--- config.mk ---
export PLATFORM = sky130hd
export DESIGN_NAME = scf_frame_build
export DESIGN_NICKNAME = d
export VERILOG_FILES = /design/src/rtl/scf_pkg.sv /design/src/rtl/scf_frame_build.sv
export SDC_FILE = /design/constraint.sdc
export NUM_CORES = 1
export LEC_CHECK = 0
export BUFFER_PORTS_ARGS = -buffer_cell sky130_fd_sc_hd__buf_2
export CORE_AREA = 2 2 72 74
export DETAILED_ROUTE_END_ITERATION = 7
export DIE_AREA = 0 0 74 76
export GPL_TIMING_DRIVEN = 0
export PLACE_DENSITY = 0.68
export REMOVE_ABC_BUFFERS = 1
export SYNTH_ARGS = -nofsm -noshare
export SYNTH_HDL_FRONTEND = slang
export SYNTH_SLANG_ARGS = --single-unit
--- constraint.sdc ---
create_clock -name vclk -period 3.5
set_clock_uncertainty 0.1 [all_clocks]
set_input_delay 0.175 -clock vclk [all_inputs]
set_output_delay 0.175 -clock vclk [all_outputs]
set_load 0.02 [all_outputs]
--- src/rtl/scf_pkg.sv ---
package scf_pkg;

    localparam int unsigned FRAME_MAX = 13;
    localparam int unsigned LEN_W     = $clog2(FRAME_MAX + 1);

    typedef enum logic [2:0] {
        ACT_ENABLE   = 3'd0,
        ACT_VELOCITY = 3'd1,
        ACT_POSITION = 3'd2,
        ACT_STOP     = 3'd3,
        ACT_TRIGGER  = 3'd4
    } action_t;

    localparam logic [7:0]  END_BYTE     = 8'h6B;
    localparam logic [7:0]  SYNC_FLAG    = 8'h01;
    localparam logic [7:0]  ZERO_BYTE    = 8'h00;
    localparam logic [7:0]  OP_ENABLE    = 8'hF3;
    localparam logic [7:0]  ENABLE_CHECK = 8'hAB;
    localparam logic [7:0]  OP_VELOCITY  = 8'hF6;
    localparam logic [7:0]  OP_POSITION  = 8'hFD;
    localparam logic [7:0]  OP_STOP      = 8'hFE;
    localparam logic [7:0]  STOP_CHECK   = 8'h98;
    localparam logic [7:0]  OP_TRIGGER   = 8'hFF;
    localparam logic [7:0]  TRIG_CHECK   = 8'h66;
    localparam logic [15:0] MAX_RPM      = 16'd5000;

    typedef struct packed {
        logic [2:0]  action;
        logic [7:0]  motor_address;
        logic        enable_flag;
        logic [7:0]  direction;
        logic [15:0] speed_rpm;
        logic [7:0]  accel_level;
        logic [31:0] pulse_count;
    } cmd_t;

    typedef struct packed {
        logic        status;
        logic [7:0]  frame_byte;
        logic        last;
        logic [31:0] frames_sent;
    } res_t;

    // Built frame handed from the builder to the serialiser.
    typedef struct packed {
        logic [FRAME_MAX-1:0][7:0] bytes;
        logic [LEN_W-1:0]          len;
        logic                      reject;
    } frame_t;

endpackage

--- src/rtl/scf_frame_build.sv ---
module scf_frame_build (
    input  scf_pkg::cmd_t   cmd,
    output scf_pkg::frame_t frame
);

    logic addr_bad;
    logic motion_bad;

    assign addr_bad   = (cmd.motor_address == 8'd0);
    assign motion_bad = addr_bad || (cmd.direction > 8'd1) || (cmd.speed_rpm > scf_pkg::MAX_RPM);

    always_comb
    begin
        frame.bytes  = '0;
        frame.len    = scf_pkg::LEN_W'(1);
        frame.reject = 1'b1;
        unique case (cmd.action)
            scf_pkg::ACT_ENABLE:
            begin
                if (!addr_bad)
                begin
                    frame.bytes[0] = cmd.motor_address;
                    frame.bytes[1] = scf_pkg::OP_ENABLE;
                    frame.bytes[2] = scf_pkg::ENABLE_CHECK;
                    frame.bytes[3] = {7'd0, cmd.enable_flag};
                    frame.bytes[4] = scf_pkg::ZERO_BYTE;
                    frame.bytes[5] = scf_pkg::END_BYTE;
                    frame.len      = scf_pkg::LEN_W'(6);
                    frame.reject   = 1'b0;
                end
            end
            scf_pkg::ACT_VELOCITY:
            begin
                if (!motion_bad)
                begin
                    frame.bytes[0] = cmd.motor_address;
                    frame.bytes[1] = scf_pkg::OP_VELOCITY;
                    frame.bytes[2] = cmd.direction;
                    frame.bytes[3] = cmd.speed_rpm[15:8];
                    frame.bytes[4] = cmd.speed_rpm[7:0];
                    frame.bytes[5] = cmd.accel_level;
                    frame.bytes[6] = scf_pkg::SYNC_FLAG;
                    frame.bytes[7] = scf_pkg::END_BYTE;
                    frame.len      = scf_pkg::LEN_W'(8);
                    frame.reject   = 1'b0;
                end
            end
            scf_pkg::ACT_POSITION:
            begin
                if (!motion_bad && (cmd.pulse_count != 32'd0))
                begin
                    frame.bytes[0]  = cmd.motor_address;
                    frame.bytes[1]  = scf_pkg::OP_POSITION;
                    frame.bytes[2]  = cmd.direction;
                    frame.bytes[3]  = cmd.speed_rpm[15:8];
                    frame.bytes[4]  = cmd.speed_rpm[7:0];
                    frame.bytes[5]  = cmd.accel_level;
                    frame.bytes[6]  = cmd.pulse_count[31:24];
                    frame.bytes[7]  = cmd.pulse_count[23:16];
                    frame.bytes[8]  = cmd.pulse_count[15:8];
                    frame.bytes[9]  = cmd.pulse_count[7:0];
                    frame.bytes[10] = scf_pkg::ZERO_BYTE;
                    frame.bytes[11] = scf_pkg::SYNC_FLAG;
                    frame.bytes[12] = scf_pkg::END_BYTE;
                    frame.len       = scf_pkg::LEN_W'(13);
                    frame.reject    = 1'b0;
                end
            end
            scf_pkg::ACT_STOP:
            begin
                if (!addr_bad)
                begin
                    frame.bytes[0] = cmd.motor_address;
                    frame.bytes[1] = scf_pkg::OP_STOP;
                    frame.bytes[2] = scf_pkg::STOP_CHECK;
                    frame.bytes[3] = scf_pkg::SYNC_FLAG;
                    frame.bytes[4] = scf_pkg::END_BYTE;
                    frame.len      = scf_pkg::LEN_W'(5);
                    frame.reject   = 1'b0;
                end
            end
            scf_pkg::ACT_TRIGGER:
            begin
                // broadcast: address and fields ignored, never rejected
                frame.bytes[0] = scf_pkg::ZERO_BYTE;
                frame.bytes[1] = scf_pkg::OP_TRIGGER;
                frame.bytes[2] = scf_pkg::TRIG_CHECK;
                frame.bytes[3] = scf_pkg::END_BYTE;
                frame.len      = scf_pkg::LEN_W'(4);
                frame.reject   = 1'b0;
            end
            default:
            begin
                frame.reject = 1'b1;
            end
        endcase
    end

endmodule

==> metrics.yaml <==
power_and_ir_drop:
  pwr-share-comb_pct: 100.0
  p_int_mw: 0.0653
  p_sw_mw: 0.104
  switching_share_pct: 61.5
  powerDensity_mw_per_mm2: 95.4
  p_leak_nw: 1.28
  power.total_mw: 0.170
  power_frac_clock_pct: 0
  peakVddDrop_mv: 0.0377
  seqPwrFrac_pct: 0
synthesis:
  synth_cells: 156
  synth.distinct_cells: 28
  avgSynthCellArea_um2: 6.87
  synth_area_leaders: "and2_1 25%, buf_4 19%, a21o_1 14%, nor4_1 7.0%, buf_6 6.3%"
  yosys.area_share.adder_pct: 0
  yosys.area_share.simple_pct: 49.8
  synth_xor_area_share_pct: 0.818
  synth_top_family_by_area: "simple AND/OR/NAND/NOR gates"
  synth-compound-area-share_pct: 22.8
  yosysMostFrequentCell: "and2_1"
  synth_top_area_share_pct: 25.1
  seq_area_frac_synth_pct: 0
  synth_mux_area_share_pct: 0
  synth_top_area_cell: "and2_1"
  synth_common_cells: "43 x and2_1, 27 x buf_4, 20 x a21o_1"
  ys_warn_count: 0
  netlist_area_mm2: 0.00107
detailed_routing:
  drc: 0
  viasPerCell: 4.16
  wire_per_inst_um: 10.9
  vias: 1561
  drt-initial-drc-count: 40
  ant_nets: 0
  wl_um: 4080
  drtPass1Iterations: 4
placement:
  port-buffer-count: 166
  gp_congestion: 0.721
  hpwl_um: 3570
  dp.cells: 375
  dpl_worst_slack_ps: 675
  placed_cell_area_mm2: 0.00178
global_routing:
  antenna_found_initial: 0
  grt_max_degree: 41
  grt_pass1_wl_um: 6150
  grt_pass1_vias: 1363
  grtUsageTotal_pct: 12.8
  overflow: 0
finish:
  seq_cell_count: 0
  drive_gt1_share_pct: 57.4
  final_nets: 383
  regArea_um2: 0
  fillerInstances: 540
  fin_area_mm2: 0.00178
  stdcell_count: 375
  diodes: 0
  post-route-util_pct: 36.2
  nClkBuffers: 0
  syn_to_final_growth_pct: 66.1
worst_setup_path:
  crit_path_max_fanout: 40
  start_kind: "input pin"
  end_kind: "output pin"
  cp.required_ps: 3220
  crit_arrival_ps: 2520
  worstSetupPathType: "input pin to output pin"
outcome:
  outcome: "finished clean"
die:
  core_area_mm2: 0.00491
  die_x_um: 74
  io-pin-count: 185
  dieArea_mm2: 0.00562
  die_h_um: 76
  initial_utilization_pct: 21.8
  rows: 26
flow_run:
  maxCapViolations: 0
sta:
  worst_slew_margin_rel_pct: 22.4
  setup_viol: 0
  whs_ps: 562
  fin_ws_ps: 702
  max_freq_mhz: 357
  tns_ps: 0
  fin_crit_sh_pct: 79.9
  hold_viol: 0
  drv_slew: 0
  grt_setup_unrepaired: "no"
  post-route-min-period_ps: 2800
  worst_slew_pin_slew_ps: 1160
clock_tree:
  post-cts-setup-buffers: 0
  cts_hold_buf: 0
  cts_resized: 0
worst_hold_path:
  worst_hold_path_type: "input pin to output pin"
## worst max-delay path, stage by stage
cell     delay, ps
buf_2          110
or4_1          530
o211a_1        220
or4_4          560
nor2_4         540
and2_1         220
buf_2          160
## layout by cell type (no fill, tap or decap)
cell type	n
buf_2	166
o21ai_0	4
a21oi_4	1
inv_1	1
a211oi_1	1
and4_1	1
a22oi_2	1
nand4_1	3
o31a_1	1
conb_1	19
a21o_1	20
nor4_1	12
or2_2	5
o311ai_0	1
nor2_1	7
xor2_1	1
nor3_1	4
o211a_1	1
or4_1	1
nor3b_1	4
nand2b_1	2
a221o_1	1
or4_4	1
nor2_4	1
and2_1	43
nand2_1	3
## cells by family (layout without fill, tap and decap cells)
kind of cell    after synthesis  in the layout
simple gates                 87             87
buf+inv                      36            167
xor+xnor                      1              1
other cells                   1             19
compound gates               31             31
## power by group through the flow
stage	combinational (mW)	sequential [mW]	clock, mW
floorplan	0.0871	0	0
global placement	0.169	0	0
detailed placement	0.170	0	0
CTS	0.170	0	0
global route	0.186	0	0
finish	0.170	0	0
## layout make-up
cell class	count	area [µm²]	share of cell area [%]
Tap cell	70	87.6	4.92
Timing Repair Buffer	166	831	46.7
Multi-Input combinational cell	138	857	48.2
Inverter	1	3.75	0.211
## final timing paths
kind / end / cells after the start / slack [ps] / startpoint
worst max-delay path: frame[73] / 7 / 700 / cmd[51]
worst min-delay path: frame[51] / 3 / 560 / cmd[38]
## routing by layer
layer | GRT usage, % | part of all wire [%]
met3 | 0.529 | 7.2
met1 | 16.6 | 43
met4 | 0.545 | 0
met5 | 0 | 0
met2 | 23.9 | 49
No activity file was read; power rests on OpenSTA's default activity.
